## src/rtl/ecc_pkg.sv

```systemverilog
package ecc_pkg;

    localparam int FLOORS   = 4;
    localparam int FLOOR_W  = 2;
    localparam int TICKS_W  = 20;

    localparam logic [TICKS_W-1:0] DOOR_TICKS_RESET = TICKS_W'(5000);

    typedef logic [FLOOR_W-1:0] t_floor;
    typedef logic [FLOORS-1:0]  t_floor_vec;

    typedef enum logic [1:0] {
        MODE_STARTUP = 2'd0,
        MODE_MOVE    = 2'd1,
        MODE_DOORS   = 2'd2,
        MODE_WAIT    = 2'd3
    } t_mode;

    typedef enum logic [1:0] {
        MOTOR_OFF  = 2'd0,
        MOTOR_UP   = 2'd1,
        MOTOR_DOWN = 2'd2
    } t_motor;

    typedef enum logic {
        DIR_UP   = 1'b0,
        DIR_DOWN = 1'b1
    } t_dir;

    typedef struct packed {
        logic       at_floor;
        t_floor     sensor_floor;
        t_floor_vec cab_requests;
        t_floor_vec hall_up;
        t_floor_vec hall_down;
        t_floor_vec responsible;
    } t_in_item;

    typedef struct packed {
        logic [1:0] motor_dir;
        logic       door_lamp;
        t_floor     floor_indicator;
        logic       finished_valid;
        logic [1:0] mode;
    } t_out_item;

    typedef struct packed {
        t_mode               mode;
        t_dir                dir;
        t_floor              last_floor;
        logic [TICKS_W-1:0]  door_count;
    } t_car_state;

    // Any active floor strictly beyond cur in direction dir.
    function automatic logic any_ahead(t_floor_vec act, t_dir dir, t_floor cur);
        logic hit;
        hit = 1'b0;
        for (int i = 0; i < FLOORS; i++) begin
            if (dir == DIR_UP) begin
                if (i > int'(cur)) hit = hit | act[i];
            end else begin
                if (i < int'(cur)) hit = hit | act[i];
            end
        end
        return hit;
    endfunction

endpackage

```

## src/rtl/ecc_step.sv

```systemverilog
module ecc_step (
    input  ecc_pkg::t_in_item              i_item,
    input  ecc_pkg::t_car_state            i_state,
    input  logic [ecc_pkg::TICKS_W-1:0]    i_door_ticks,
    output ecc_pkg::t_car_state            o_state,
    output ecc_pkg::t_out_item             o_result
);
    import ecc_pkg::*;

    logic       seen;
    t_floor     cur;
    t_floor_vec active;
    t_floor_vec same_calls;
    t_floor_vec other_calls;
    logic       ahead;
    logic       behind;
    logic       stop_here;
    logic [TICKS_W-1:0] cnt_next;
    t_motor     motor;
    logic       lamp;
    logic       done;

    assign seen   = i_item.at_floor && (int'(i_item.sensor_floor) < FLOORS);
    assign cur    = seen ? i_item.sensor_floor : i_state.last_floor;
    assign active = i_item.cab_requests
                  | (i_item.responsible & (i_item.hall_up | i_item.hall_down));

    assign ahead  = any_ahead(active, i_state.dir, cur);
    assign behind = any_ahead(active, t_dir'(~i_state.dir), cur);

    assign same_calls  = (i_state.dir == DIR_UP) ? i_item.hall_up : i_item.hall_down;
    assign other_calls = (i_state.dir == DIR_UP) ? i_item.hall_down : i_item.hall_up;

    // cab call always stops; hall call in travel direction, or the other way
    // when nothing remains ahead
    assign stop_here = i_item.cab_requests[cur]
                    || (i_item.responsible[cur]
                        && (same_calls[cur] || (!ahead && other_calls[cur])));

    always_comb begin
        o_state  = i_state;
        o_state.last_floor = cur;
        motor    = MOTOR_OFF;
        lamp     = 1'b0;
        done     = 1'b0;
        cnt_next = '0;
        unique case (i_state.mode)
            MODE_STARTUP: begin
                motor = MOTOR_UP;
                if (seen) begin
                    motor        = MOTOR_OFF;
                    o_state.mode = MODE_WAIT;
                end
            end
            MODE_WAIT: begin
                if (active[cur]) begin
                    o_state.mode       = MODE_DOORS;
                    o_state.door_count = '0;
                end else if (ahead) begin
                    o_state.mode = MODE_MOVE;
                end else if (behind) begin
                    o_state.dir  = t_dir'(~i_state.dir);
                    o_state.mode = MODE_MOVE;
                end
            end
            MODE_MOVE: begin
                motor = (i_state.dir == DIR_UP) ? MOTOR_UP : MOTOR_DOWN;
                if (seen && stop_here) begin
                    o_state.mode       = MODE_DOORS;
                    o_state.door_count = '0;
                end else if (!ahead) begin
                    motor        = MOTOR_OFF;
                    o_state.mode = MODE_WAIT;
                end
            end
            MODE_DOORS: begin
                lamp = 1'b1;
                if (i_state.door_count == '0) begin
                    // entry tick: a zero setting acts as one tick
                    done     = 1'b1;
                    cnt_next = (i_door_ticks == '0) ? '0 : i_door_ticks - 1'b1;
                end else begin
                    cnt_next = i_state.door_count - 1'b1;
                end
                o_state.door_count = cnt_next;
                if (cnt_next == '0) o_state.mode = MODE_WAIT;
            end
            default: begin
                o_state = i_state;
            end
        endcase
    end

    always_comb begin
        o_result.motor_dir       = motor;
        o_result.door_lamp       = lamp;
        o_result.floor_indicator = cur;
        o_result.finished_valid  = done;
        o_result.mode            = o_state.mode;
    end

endmodule

```

## src/rtl/elevator_car_controller_unit.sv

```systemverilog
// Channel | Direction | Handshake                 | Payload
// in      | request   | i_in_valid / o_in_stall   | i_in  (ecc_pkg::t_in_item)
// out     | result    | o_out_valid / i_out_stall | o_out (ecc_pkg::t_out_item)
// cfg     | write     | i_cfg_we                  | i_cfg_wdata (door_open_ticks)
//
// One request per cycle sustained while the output is not stalled; each accepted request gives one result.
// The step logic sits between the input register and the output register.
// Synchronous active-low reset: mode startup, direction up, floor 0, door time 5000.
// A stalled output holds its result; the input register still takes a new request
// whenever the output register is empty or being drained in the same cycle.
module elevator_car_controller_unit (
    input  logic                          i_clk,
    input  logic                          i_rst_n,
    input  logic                          i_in_valid,
    output logic                          o_in_stall,
    input  ecc_pkg::t_in_item             i_in,
    output logic                          o_out_valid,
    input  logic                          i_out_stall,
    output ecc_pkg::t_out_item            o_out,
    input  logic                          i_cfg_we,
    input  logic [ecc_pkg::TICKS_W-1:0]   i_cfg_wdata
);
    import ecc_pkg::*;

    logic               r_in_valid;
    t_in_item           r_in;
    logic               r_out_valid;
    t_out_item          r_out;
    t_car_state         r_state;
    t_car_state         n_state;
    t_out_item          n_out;
    logic [TICKS_W-1:0] r_door_ticks;
    logic               advance;

    assign advance    = r_in_valid && (!r_out_valid || !i_out_stall);
    assign o_in_stall = r_in_valid && !advance;

    ecc_step u_step (
        .i_item       (r_in),
        .i_state      (r_state),
        .i_door_ticks (r_door_ticks),
        .o_state      (n_state),
        .o_result     (n_out)
    );

    always_ff @(posedge i_clk) begin
        if (!i_rst_n) begin
            r_in_valid <= 1'b0;
        end else if (!o_in_stall) begin
            r_in_valid <= i_in_valid;
        end
        if (i_in_valid && !o_in_stall) r_in <= i_in;
    end

    always_ff @(posedge i_clk) begin
        if (!i_rst_n) begin
            r_out_valid <= 1'b0;
        end else if (advance) begin
            r_out_valid <= 1'b1;
        end else if (!i_out_stall) begin
            r_out_valid <= 1'b0;
        end
        if (advance) r_out <= n_out;
    end

    always_ff @(posedge i_clk) begin
        if (!i_rst_n) begin
            r_state.mode       <= MODE_STARTUP;
            r_state.dir        <= DIR_UP;
            r_state.last_floor <= '0;
            r_state.door_count <= '0;
        end else if (advance) begin
            r_state <= n_state;
        end
    end

    always_ff @(posedge i_clk) begin
        if (!i_rst_n) begin
            r_door_ticks <= DOOR_TICKS_RESET;
        end else if (i_cfg_we) begin
            r_door_ticks <= i_cfg_wdata;
        end
    end

    assign o_out_valid = r_out_valid;
    assign o_out       = r_out;

endmodule

```

## config.mk

```make
export PLATFORM = sky130hd
export DESIGN_NAME = elevator_car_controller_unit
export DESIGN_NICKNAME = d
export VERILOG_FILES = /design/src/rtl/ecc_pkg.sv /design/src/rtl/ecc_step.sv /design/src/rtl/elevator_car_controller_unit.sv
export SDC_FILE = /design/constraint.sdc
export NUM_CORES = 1
export LEC_CHECK = 0
export ABC_AREA = 1
export BUFFER_PORTS_ARGS = -buffer_cell sky130_fd_sc_hd__buf_2
export CELL_PAD_IN_SITES_DETAIL_PLACEMENT = 0
export CELL_PAD_IN_SITES_GLOBAL_PLACEMENT = 1
export CORE_UTILIZATION = 38
export DETAILED_ROUTE_END_ITERATION = 7
export PLACE_DENSITY_LB_ADDON = 0.12
export SYNTH_ARGS = -nofsm -noshare
export SYNTH_HDL_FRONTEND = slang
export SYNTH_HIERARCHICAL = 1
export SYNTH_SLANG_ARGS = --single-unit
```

## constraint.sdc

```tcl
create_clock -name i_clk -period 2.1 [get_ports i_clk]
set_input_delay 0.21 -clock i_clk [delete_from_list [all_inputs] [get_ports i_clk]]
set_output_delay 0.21 -clock i_clk [all_outputs]
set_load 0.02 [all_outputs]
```

; ---- Word-level counts from Yosys, hierarchy flattened
; Index checks and enable logic that the tools add are counted.
[classes]
n_bitwise = 12
mux = 55
magnitude_cmp = 7
addsub = 2
eq_ne = 6
reduce_logical = 21
[ops]
columns = operator, count
row1 = two-way mux 20 bit, 5
row2 = logical NOT 20 bit, 3
row3 = one-hot mux 20 bit (3 select lines), 1
row4 = "subtractor 20 x 1 -> 20 bit, second input constant", 2
row5 = two-way mux 1 bit, 29
row6 = two-way mux 2 bit, 10
row7 = binary-select mux 1 bit (select 2 bit), 5
row8 = two-way mux 4 bit, 2
row9 = OR 4 bit, 2
row10 = one-hot mux 2 bit (4 select lines), 1
row11 = logical AND 1 bit, 6
row12 = "inequality test 2 x 1 -> 1 bit, second input constant", 3
row13 = OR 1 bit, 6
row14 = logical NOT 1 bit, 5
row15 = AND reduction 5 bit, 1
row16 = AND 4 bit, 1
row17 = "equality test 2 bit, second input constant", 2
row18 = "greater-than comparator 2 bit, first input constant", 2
row19 = "less-than comparator 1 x 2 -> 1 bit, first input constant", 2
row20 = one-hot mux 2 bit (2 select lines), 1
row21 = AND reduction 4 bit, 1
row22 = logical OR 1 bit, 3
row23 = "less-than comparator 2 x 3 -> 1 bit, second input constant", 1
row24 = two-way mux 3 bit, 1
row25 = other kinds (6), 8
[word_totals]
input_bits = 44
ff_bits = 74
out_inout_bits = 10
wordCells = 121

; ---- Longest topological paths before layout
; Gate-level depths: netlist of the first run.
[logic_depth]
ltp_word = 22
mapped_depth = 22
mapped_depth_nobuf = 21

; ---- Hierarchy
; The synthesis of the first run kept the hierarchy.
[modules_own_cells]
columns = module, cells_per_inst, n_inst, seq_area_each_um2, area_per_inst_um2
row1 = elevator_car_controller_unit, 291, 1, 1751.7, 2726.4
row2 = ecc_step, 498, 1, 0.0, 2393.5

; ---- Least setup slack after synthesis of the first run
; Ideal clock, no wire load.
[synth_path]
path_kind = flip-flop to flip-flop
startpoint = register r_state[0] (netlist name)
endpoint = register r_state[23] (netlist name)
setup_time_ns = 0.115
period_less_slack_ns = 2.127
required_time_ns = 1.985
path_stages_with_launch = 18
arrival_time_ns = 2.012
path_buffers = 2
setup_slack_ns = -0.027
path_cell_list = dfxtp_1 inv_1 ha_1 nand2_1 nor2_1 nand3_2 buf_2 o21ai_0 nor2_1 nand2_1 nor2_1 nand3_1 nand3_1 buf_4 inv_1 nand3_1 nand2_1 nor2_1
[synth_rtl]
columns = element, line
row1 = "start, declared", elevator_car_controller_unit.sv:29  ; t_car_state r_state;
row2 = "start signal, assigned", elevator_car_controller_unit.sv:73  ; r_state <= n_state;

; ---- Worst setup path after layout of the first run
[layout_path]
startpoint = register r_in[18] (netlist name)
endpoint = register r_state[4] (netlist name)
[layout_via]
elab_chain_len = 21
word_cells_on_any_way = 39
cone_classes = order compare (6) / eq/ne (2) / mux (21) / bitwise (3) / reduce/logical (7)
[layout_rtl]
columns = element, line
row1 = "start, declared", elevator_car_controller_unit.sv:26  ; t_in_item r_in;
row2 = "start signal, assigned", elevator_car_controller_unit.sv:52  ; if (i_in_valid && !o_in_stall) r_in <= i_in;
row3 = two-way mux 2 bit, ecc_step.sv:24  ; assign cur = seen ? i_item.sensor_floor : i_state.last_floor;
row4 = less-than comparator 1 x 2 -> 1 bit, ecc_pkg.sv:62  ; if (i < int'(cur)) hit = hit | act[i];
row5 = two-way mux 1 bit, ecc_pkg.sv:62
row6 = two-way mux 1 bit, ecc_pkg.sv:59  ; if (dir == DIR_UP) begin
row7 = OR 1 bit, "ecc_pkg.sv:60, ecc_pkg.sv:62"
row8 = "two-way mux 1 bit, on equally long branches", "ecc_pkg.sv:60, ecc_pkg.sv:62"
row9 = two-way mux 1 bit, ecc_pkg.sv:59
row10 = OR 1 bit, "ecc_pkg.sv:60, ecc_pkg.sv:62"
row11 = (+5 left out), --
row12 = logical NOT 1 bit, ecc_step.sv:38  ; && (same_calls[cur] || (!ahead && other_calls[cur])));
row13 = logical AND 1 bit, ecc_step.sv:38
row14 = logical OR 1 bit, ecc_step.sv:38
row15 = logical AND 1 bit, ecc_step.sv:38
row16 = logical OR 1 bit, ecc_step.sv:37  ; || (i_item.responsible[cur]
row17 = logical AND 1 bit, ecc_step.sv:68  ; if (seen && stop_here) begin
row18 = inequality test 2 x 1 -> 1 bit (no line), --
row19 = AND reduction 4 bit (no line) (*), --
; Every way passes the cells marked *; elsewhere a longest branch is shown, timed or not. The select of a mux whose other input is x is not followed.
; A chain may end at the register's enable or synchronous reset.

==> flow_metrics.tcl, run 1 <==
set metrics [dict create \
    run_status "complete, but fails checks" \
    failing_checks "setup timing" \
    cts_hold_buf 0 \
    post_drt_via_cell_ratio 4.711 \
    finalClockSkew_ns 0.006745 \
    routedWlPerCell_um 12.85 \
    area_growth_syn_to_layout_pct 37.66 \
    arr_time_crit_path_ns 2.55 \
    numPortBuffers 53 \
    n_antenna_cell 0 \
    finalPower_w 0.004878 \
    synthCells 789 \
    asyncSetResetFlopFracSynth_pct 0 \
    timing_worst_setup_path_type "reg2reg" \
    timing.setup.tns_ns -3.163 \
    critPathLaunchType "register" \
    placement_rows 42 \
    tritoncts.num_buffers 9 \
    clkSinkCount 74 \
    synth-seq-cells 74 \
    rsz0062_at_grt "true" \
    synth.yosys.warnings 6 \
    multiInputGateArea_sq_um 3027 \
    die_area_sq_um 13940 \
    num-nets-final 1002 \
    synth_sequential_area_ratio_pct 34.21 \
    min_period_ns 2.263 \
    synth-edff-count 27 \
    ys_dominant_reg_cell "sky130_fd_sc_hd__dfxtp_1" \
    drc 0 \
    leakage_nw 3.461 \
    chipWidth_um 118.1 \
    worst_setup_hold_path_clk_slew_ns 0.06 \
    power_density_nw_per_um2 692.1 \
    finalSetupViolCount 24 \
    placer_s_final_routability_congestion_estimate 0.9032 \
    drt-initial-drc-count 214 \
    worstSkewPairLatency_ns 0.34 \
    ff_latch_area_sq_um 1752 \
    fin_util_pct 53.43 \
    worst_slew_margin_rel_pct 60.61 \
    timing.reg2reg.setup_slack_ns -0.16 \
    post_synthesis_cell_type_count 39 \
    pins_over_their_slew_limit 0 \
    ios 54 \
    netlist_area_sq_um 5120 \
    post-dp-hpwl_mm 11.05 \
    setup_slack_ns -0.1634 \
    grt_antenna_before_repair 0 \
    htree_levels 3 \
    die_height_um 118.1 \
    global_route_wire_length_before_repair_mm 23.87 \
    first_global_vias 5048 \
    timing.final.crit_share_pct 107.8 \
    vdd_drop_max_uv 349.4 \
    fill_cells 1322 \
    cts.path.max_buffers 2 \
    largest_net_degree_at_the_start_of_global_routing 51 \
    final_hold_violation_count 0 \
    first_pass_iters 5 \
    grt_overflow_total 0 \
    worst_hold_path_type "in2reg" \
    critical_path.max_fanout 8 \
    synth_nets 835 \
    worst_ep_required_time_ns 2.38 \
    worst_pin_slew_ns 0.5908 \
    fmaxAchievable_mhz 441.8 \
    crit_path_end_kind "register" \
    drive_gt1_share_pct 33.82 \
    cts_tree "yes" \
    grt_usage_pct 21.57 \
    dr_total_vias 5356 \
    floorplan.core_area_sq_um 13190 \
    clockRootBuffer "sky130_fd_sc_hd__clkbuf_16" \
    syn_area_per_cell_sq_um 6.489 \
    detail-route-antenna-nets 0 \
    initial_core_util_pct 38.82 \
    maxCapViolations 0 \
    detail_route.wirelength_mm 14.61 \
]
layout by cell type, fill, tap and decap left out, types with 2 or more instances in the layout:
master,count
sky130_fd_sc_hd__nand3_2,13
sky130_fd_sc_hd__clkinv_4,2
sky130_fd_sc_hd__nor2_1,117
sky130_fd_sc_hd__xnor2_1,3
sky130_fd_sc_hd__nand2_2,43
sky130_fd_sc_hd__o21ai_1,6
sky130_fd_sc_hd__nand4_1,8
sky130_fd_sc_hd__buf_6,7
sky130_fd_sc_hd__o21ai_2,2
sky130_fd_sc_hd__buf_4,128
sky130_fd_sc_hd__nor3_1,2
sky130_fd_sc_hd__dfxtp_1,47
sky130_fd_sc_hd__clkinvlp_4,2
sky130_fd_sc_hd__nor2_4,5
sky130_fd_sc_hd__bufinv_16,2
sky130_fd_sc_hd__nor2_2,16
sky130_fd_sc_hd__o21bai_1,4
sky130_fd_sc_hd__buf_12,2
sky130_fd_sc_hd__inv_1,79
sky130_fd_sc_hd__inv_6,2
sky130_fd_sc_hd__a21oi_1,35
sky130_fd_sc_hd__xor2_1,11
sky130_fd_sc_hd__nand2_1,188
sky130_fd_sc_hd__nand3_1,71
sky130_fd_sc_hd__inv_2,11
sky130_fd_sc_hd__nand2_4,13
sky130_fd_sc_hd__buf_2,53
sky130_fd_sc_hd__o21ai_0,35
sky130_fd_sc_hd__edfxtp_1,27
sky130_fd_sc_hd__clkbuf_16,10
worst max-delay path, stage by stage, from the launching register on:
cell and delay, ns:
sky130_fd_sc_hd__edfxtp_1 0.46, sky130_fd_sc_hd__inv_2 0.10, sky130_fd_sc_hd__nand2_4 0.12, sky130_fd_sc_hd__nand2_4 0.11, sky130_fd_sc_hd__buf_4 0.15, sky130_fd_sc_hd__and3_4 0.17
sky130_fd_sc_hd__nor4_2 0.30, sky130_fd_sc_hd__nor2_1 0.12, sky130_fd_sc_hd__nand2_4 0.14, sky130_fd_sc_hd__clkbuf_16 0.19, sky130_fd_sc_hd__nand2_2 0.05, sky130_fd_sc_hd__nand2_2 0.04
sky130_fd_sc_hd__inv_1 0.03, sky130_fd_sc_hd__nand3_1 0.07, sky130_fd_sc_hd__nand2_1 0.06, sky130_fd_sc_hd__nor2_1 0.08
cell usage after synthesis (3+ instances only):
master,instances,area (sq um)
sky130_fd_sc_hd__nand3_1,83,415.4
sky130_fd_sc_hd__nand2_4,3,33.78
sky130_fd_sc_hd__buf_4,14,105.1
sky130_fd_sc_hd__a21oi_1,36,180.2
sky130_fd_sc_hd__nand2_1,196,735.7
sky130_fd_sc_hd__inv_2,5,18.77
sky130_fd_sc_hd__buf_2,11,55.05
sky130_fd_sc_hd__o21bai_1,4,30.03
sky130_fd_sc_hd__xnor2_1,3,26.28
sky130_fd_sc_hd__nand2_2,45,281.5
sky130_fd_sc_hd__buf_6,7,78.83
sky130_fd_sc_hd__nor2_1,136,510.5
sky130_fd_sc_hd__dfxtp_1,47,940.9
sky130_fd_sc_hd__nand4_1,8,50.05
sky130_fd_sc_hd__edfxtp_1,27,810.8
sky130_fd_sc_hd__xor2_1,11,96.34
sky130_fd_sc_hd__o21ai_0,38,190.2
sky130_fd_sc_hd__o21ai_1,5,25.02
sky130_fd_sc_hd__inv_1,87,326.6
state kept, by name (all words and copies together), names as in the netlist:
register	cells
o_out	8
r_door_ticks	20
r_state	25
r_in	19
o_out_valid	1
r_in_valid	1
final timing paths:
check,startpoint,end,depth (start not counted)
worst max-delay path,r_in[18]$_DFFE_PP_,r_state[4]$_SDFFE_PN0P_,15
worst min-delay path,i_in[6],r_in[6]$_DFFE_PP_,1
worst max register to register,r_in[18]$_DFFE_PP_,r_state[4]$_SDFFE_PN0P_,15
worst min register to register,r_in_valid$_SDFFE_PN0N_,o_out_valid$_SDFFE_PN0P_,2
cell families after synthesis:
| logic type | count (synthesis) | synth area share [%] |
|---|---|---|
| simple gates | 483 | 41.89 |
| buf+inv | 128 | 11.83 |
| compound gates | 88 | 9.189 |
| flops | 74 | 34.21 |
| xor+xnor | 14 | 2.395 |
| fa+ha+maj | 2 | 0.4887 |
stage by stage:
step | hold slack [ns] | area [sq um] | setup slack (ns) | cells
floorplan | 0.3089 | 5125 | 0.005911 | 789
global placement | 0.3867 | 6334 | -0.1370 | 1110
detailed placement | 0.3881 | 6334 | -0.1372 | 1110
CTS | 0.02302 | 6731 | -0.09455 | 1128
global route | 0.02021 | 7048 | -0.3224 | 1137
finish | 0.03654 | 7048 | -0.1634 | 1137
what timing repair did:
action / CTS / global route
pin swaps: 2 / 26
cloned: 0 / 2
setup endpoints to repair: 24 / 26
buffers inserted: 2 / 7
gates resized for setup: 15 / 68
metal layers:
layer | global-route usage (%) | wire (um)
met5 | 0 | 0
met1 | 27.90 | 7020
met2 | 36.25 | 6903
met3 | 3.052 | 422
met4 | 8.173 | 259
area by class of cell:
class	count	area share, %
clock buffer	9	3.195
clock inverter	7	1.438
inverter	92	5.006
multi-input combinational	588	42.94
sequential	74	24.85
tap	176	3.124
timing repair buffer	191	19.44
power breakdown:
part / switching (W) / leakage, nW / internal (W)
Combinational: 0.000838 / 2.66 / 0.000674
Sequential: 0.0000648 / 0.652 / 0.00159
Clock: 0.000664 / 0.153 / 0.00105
Power figures use the tool's default switching activity.
==> inputs of run 2 (changes only) <==
- SKIP_CTS_REPAIR_TIMING: default -> 1
- SYNTH_HIERARCHICAL: 1 -> default
==> flow_metrics.tcl, run 2 <==
set metrics [dict create \
    critPathLaunchType "register" \
    synth.yosys.warnings 0 \
    asyncSetResetFlopFracSynth_pct 0 \
    arr_time_crit_path_ns 2.42 \
    synth_top_family_by_area "simple AND/OR/NAND/NOR gates" \
    drive_gt1_share_pct 28.18 \
    timing.setup.tns_ns -1.240 \
    leakage_nw 2.984 \
    drc 0 \
    die_area_sq_um 12230 \
    most_repeated_cell_in_the_gate_level_netlist_after_synthesis "sky130_fd_sc_hd__nand2_1" \
    first_global_vias 4377 \
    clkSinkCount 74 \
    detail_route.wirelength_mm 12.75 \
    numPortBuffers 53 \
    crit_path_end_kind "register" \
    leading_cell_type_in_the_layout_fill_and_taps_excluded "sky130_fd_sc_hd__nand2_1" \
    synth-seq-cells 74 \
    run_status "complete, but fails checks" \
    synthCells 674 \
    min_delay_worst_endpoint "r_in[9]$_DFFE_PP_" \
    setup_slack_ns -0.09255 \
    syn_area_per_cell_sq_um 6.648 \
    tritoncts.num_buffers 9 \
    cts.path.max_buffers 2 \
    rsz0062_at_grt "true" \
    global_route_wire_length_before_repair_mm 20.78 \
    layout.cells.most_common_list "sky130_fd_sc_hd__nand2_1 (178), sky130_fd_sc_hd__buf_4 (100), sky130_fd_sc_hd__nor2_1 (88)" \
    grt_overflow_total 0 \
    numPlacedInstances 953 \
    critical_path.reg2reg.startpoint "r_in[18]$_DFFE_PP_" \
    timing.final.crit_share_pct 104.4 \
    netlist_area_sq_um 4481 \
    post-dp-hpwl_mm 9.788 \
    grt_antenna_before_repair 0 \
    routedWlPerCell_um 13.05 \
    dpl-instance-area_sq_um 5605 \
    worst-r2r-cell-count 16 \
    grt_usage_pct 21.40 \
    pins_over_their_slew_limit 0 \
    failing_checks "setup timing" \
    ff_latch_area_sq_um 1753 \
    min_delay_path_depth 1 \
    worst_pin_slew_ns 0.6967 \
    synth-adder-area-share_pct 1.117 \
    worst_hold_path_type "in2reg" \
    synth.area.top_cells "sky130_fd_sc_hd__dfxtp_1 (21%), sky130_fd_sc_hd__edfxtp_1 (18%), sky130_fd_sc_hd__nand2_1 (15%)" \
    worstSkewPairLatency_ns 0.34 \
    fmaxAchievable_mhz 456.1 \
    final_design_area_no_fill_sq_um 6176 \
    hp-start "i_in[9]" \
    placer_s_final_routability_congestion_estimate 0.8518 \
    worst_ep_required_time_ns 2.33 \
    placement_rows 39 \
    final-instance-count-excl-fill 977 \
    detail-route-antenna-nets 0 \
    dr_total_vias 4645 \
    synth_top_area_share_pct 21.00 \
    max_flop_register "r_state" \
    power_density_nw_per_um2 814.0 \
    min_period_ns 2.193 \
    floorplan.core_area_sq_um 11470 \
    final_hold_violation_count 0 \
    post_drt_via_cell_ratio 4.754 \
    synthSimpleGateAreaFrac_pct 34.46 \
    synth_sequential_area_ratio_pct 39.10 \
    fin_util_pct 53.86 \
    synth_top_area_cell "sky130_fd_sc_hd__dfxtp_1" \
    first_pass_iters 5 \
    finalHoldWorstSlack_ns 0.03981 \
    synth_nets 722 \
    htree_levels 3 \
    n_antenna_cell 0 \
    vdd_drop_max_uv 411.7 \
    ys_dominant_reg_cell "sky130_fd_sc_hd__dfxtp_1" \
    post_synthesis_cell_type_count 33 \
    post_synth_mux_area_share_pct 0 \
    timing.reg2reg.setup_slack_ns -0.09 \
    worst_slew_margin_rel_pct 53.50 \
    finalSetupViolCount 21 \
    timing_worst_setup_path_type "reg2reg" \
    finalClockSkew_ns 0.006051 \
    synth_common_cells "sky130_fd_sc_hd__nand2_1 (184), sky130_fd_sc_hd__nor2_1 (104), sky130_fd_sc_hd__inv_1 (74)" \
    largest_registers "r_state: 25 flops, r_door_ticks: 20 flops, r_in: 19 flops" \
    initial_core_util_pct 39.07 \
    num-nets-final 877 \
    fill_cells 1139 \
    worst_setup_hold_path_clk_slew_ns 0.06 \
    ios 54 \
    chipWidth_um 110.6 \
    area_growth_syn_to_layout_pct 37.84 \
    multiInputGateArea_sq_um 2521 \
    r2r_end "r_state[12]$_SDFFE_PN0P_" \
    largest_net_degree_at_the_start_of_global_routing 41 \
    critical_path.max_fanout 20 \
    die_height_um 110.6 \
    synth_xor_xnor_area_share_pct 2.932 \
    synth-edff-count 27 \
    largest_register_ff_count 25 \
    cts_tree "yes" \
    drt-initial-drc-count 275 \
    critical_path.startpoint "r_in[18]$_DFFE_PP_" \
    maxCapViolations 0 \
    post_synthesis_compound_gate_area_fraction_pct 14.07 \
    clockRootBuffer "sky130_fd_sc_hd__clkbuf_16" \
]
## run 2: changes by cell type in the layout (fill, tap and decap cells not counted), sizes merged, moves of 4 or more
| cell | before | now |
|---|---|---|
| nand3 | 85 | 46 |
| nor3b | 0 | 6 |
| o21bai | 4 | 0 |
| a21oi | 36 | 50 |
| nand2 | 245 | 188 |
| buf | 190 | 160 |
| inv | 93 | 77 |
| nor2 | 138 | 108 |
| o21ai | 44 | 64 |
## run 2: report_power, final
part           internal (W)  switching, W
combinational      0.000850       0.00100
clock              0.000922      0.000623
sequential          0.00158     0.0000514
total               0.00335       0.00167
## run 2: layout make-up
class	instances	area share (%)
Clock buffer	10	3.707
Clock inverter	6	1.074
Inverter	77	4.700
Multi-Input combinational cell	506	40.82
Sequential cell	74	28.38
Tap cell	143	2.897
Timing Repair Buffer	161	18.42
## run 2: metrics by stage
stage / total power, W / setup WS, ns
CTS: 0.004840 / -0.2161
global route: 0.005347 / -0.2766
detailed placement: 0.003279 / -0.1943
floorplan: 0.002523 / 0.1436
global placement: 0.003270 / -0.1606
finish: 0.005027 / -0.09255
## run 2: worst max-delay path, cell delays in order (launching register included)
cell	delay, ns
sky130_fd_sc_hd__edfxtp_1	0.45
sky130_fd_sc_hd__buf_4	0.18
sky130_fd_sc_hd__nand2_1	0.10
sky130_fd_sc_hd__nand2_4	0.09
sky130_fd_sc_hd__clkinv_2	0.09
sky130_fd_sc_hd__nand2_4	0.06
sky130_fd_sc_hd__nand2_2	0.07
sky130_fd_sc_hd__nand3_2	0.08
sky130_fd_sc_hd__o21ai_2	0.13
sky130_fd_sc_hd__nand2_1	0.06
sky130_fd_sc_hd__nand2_1	0.08
sky130_fd_sc_hd__nand2_2	0.08
sky130_fd_sc_hd__nand2_2	0.09
sky130_fd_sc_hd__nand3_4	0.10
sky130_fd_sc_hd__buf_12	0.18
sky130_fd_sc_hd__o21ai_0	0.18
sky130_fd_sc_hd__a21oi_1	0.06
## run 2: logic make-up (layout without fill, tap and decap cells)
logic type / after synthesis / in the layout
AO/OA/AOI/OAI: 120 / 120
XOR/XNOR: 15 / 15
adder cells (fa/ha/maj): 4 / 4
buffers and inverters: 94 / 254
flip-flops: 74 / 74
AND/OR/NAND/NOR: 367 / 367
## run 2: per-layer routing
layer	up-vias	wire (um)	global-route usage [%]
met5	-	0	0
met4	0	173	8.978
met3	12	378	2.744
met2	78	5857	33.58
met1	2046	6338	29.60
li1	2509	-	-
## run 2: how the worst max path moves through the flow
stage | slack (ns) | to
after CTS | -0.22 | r_state[11]$_SDFFE_PN0P_
after global placement | -0.16 | r_state[11]$_SDFFE_PN0P_
final | -0.09 | r_state[12]$_SDFFE_PN0P_
after detailed placement | -0.19 | r_state[11]$_SDFFE_PN0P_
after floorplan | 0.14 | r_state[17]$_SDFFE_PN0P_
after global routing | -0.28 | r_state[5]$_SDFFE_PN0P_
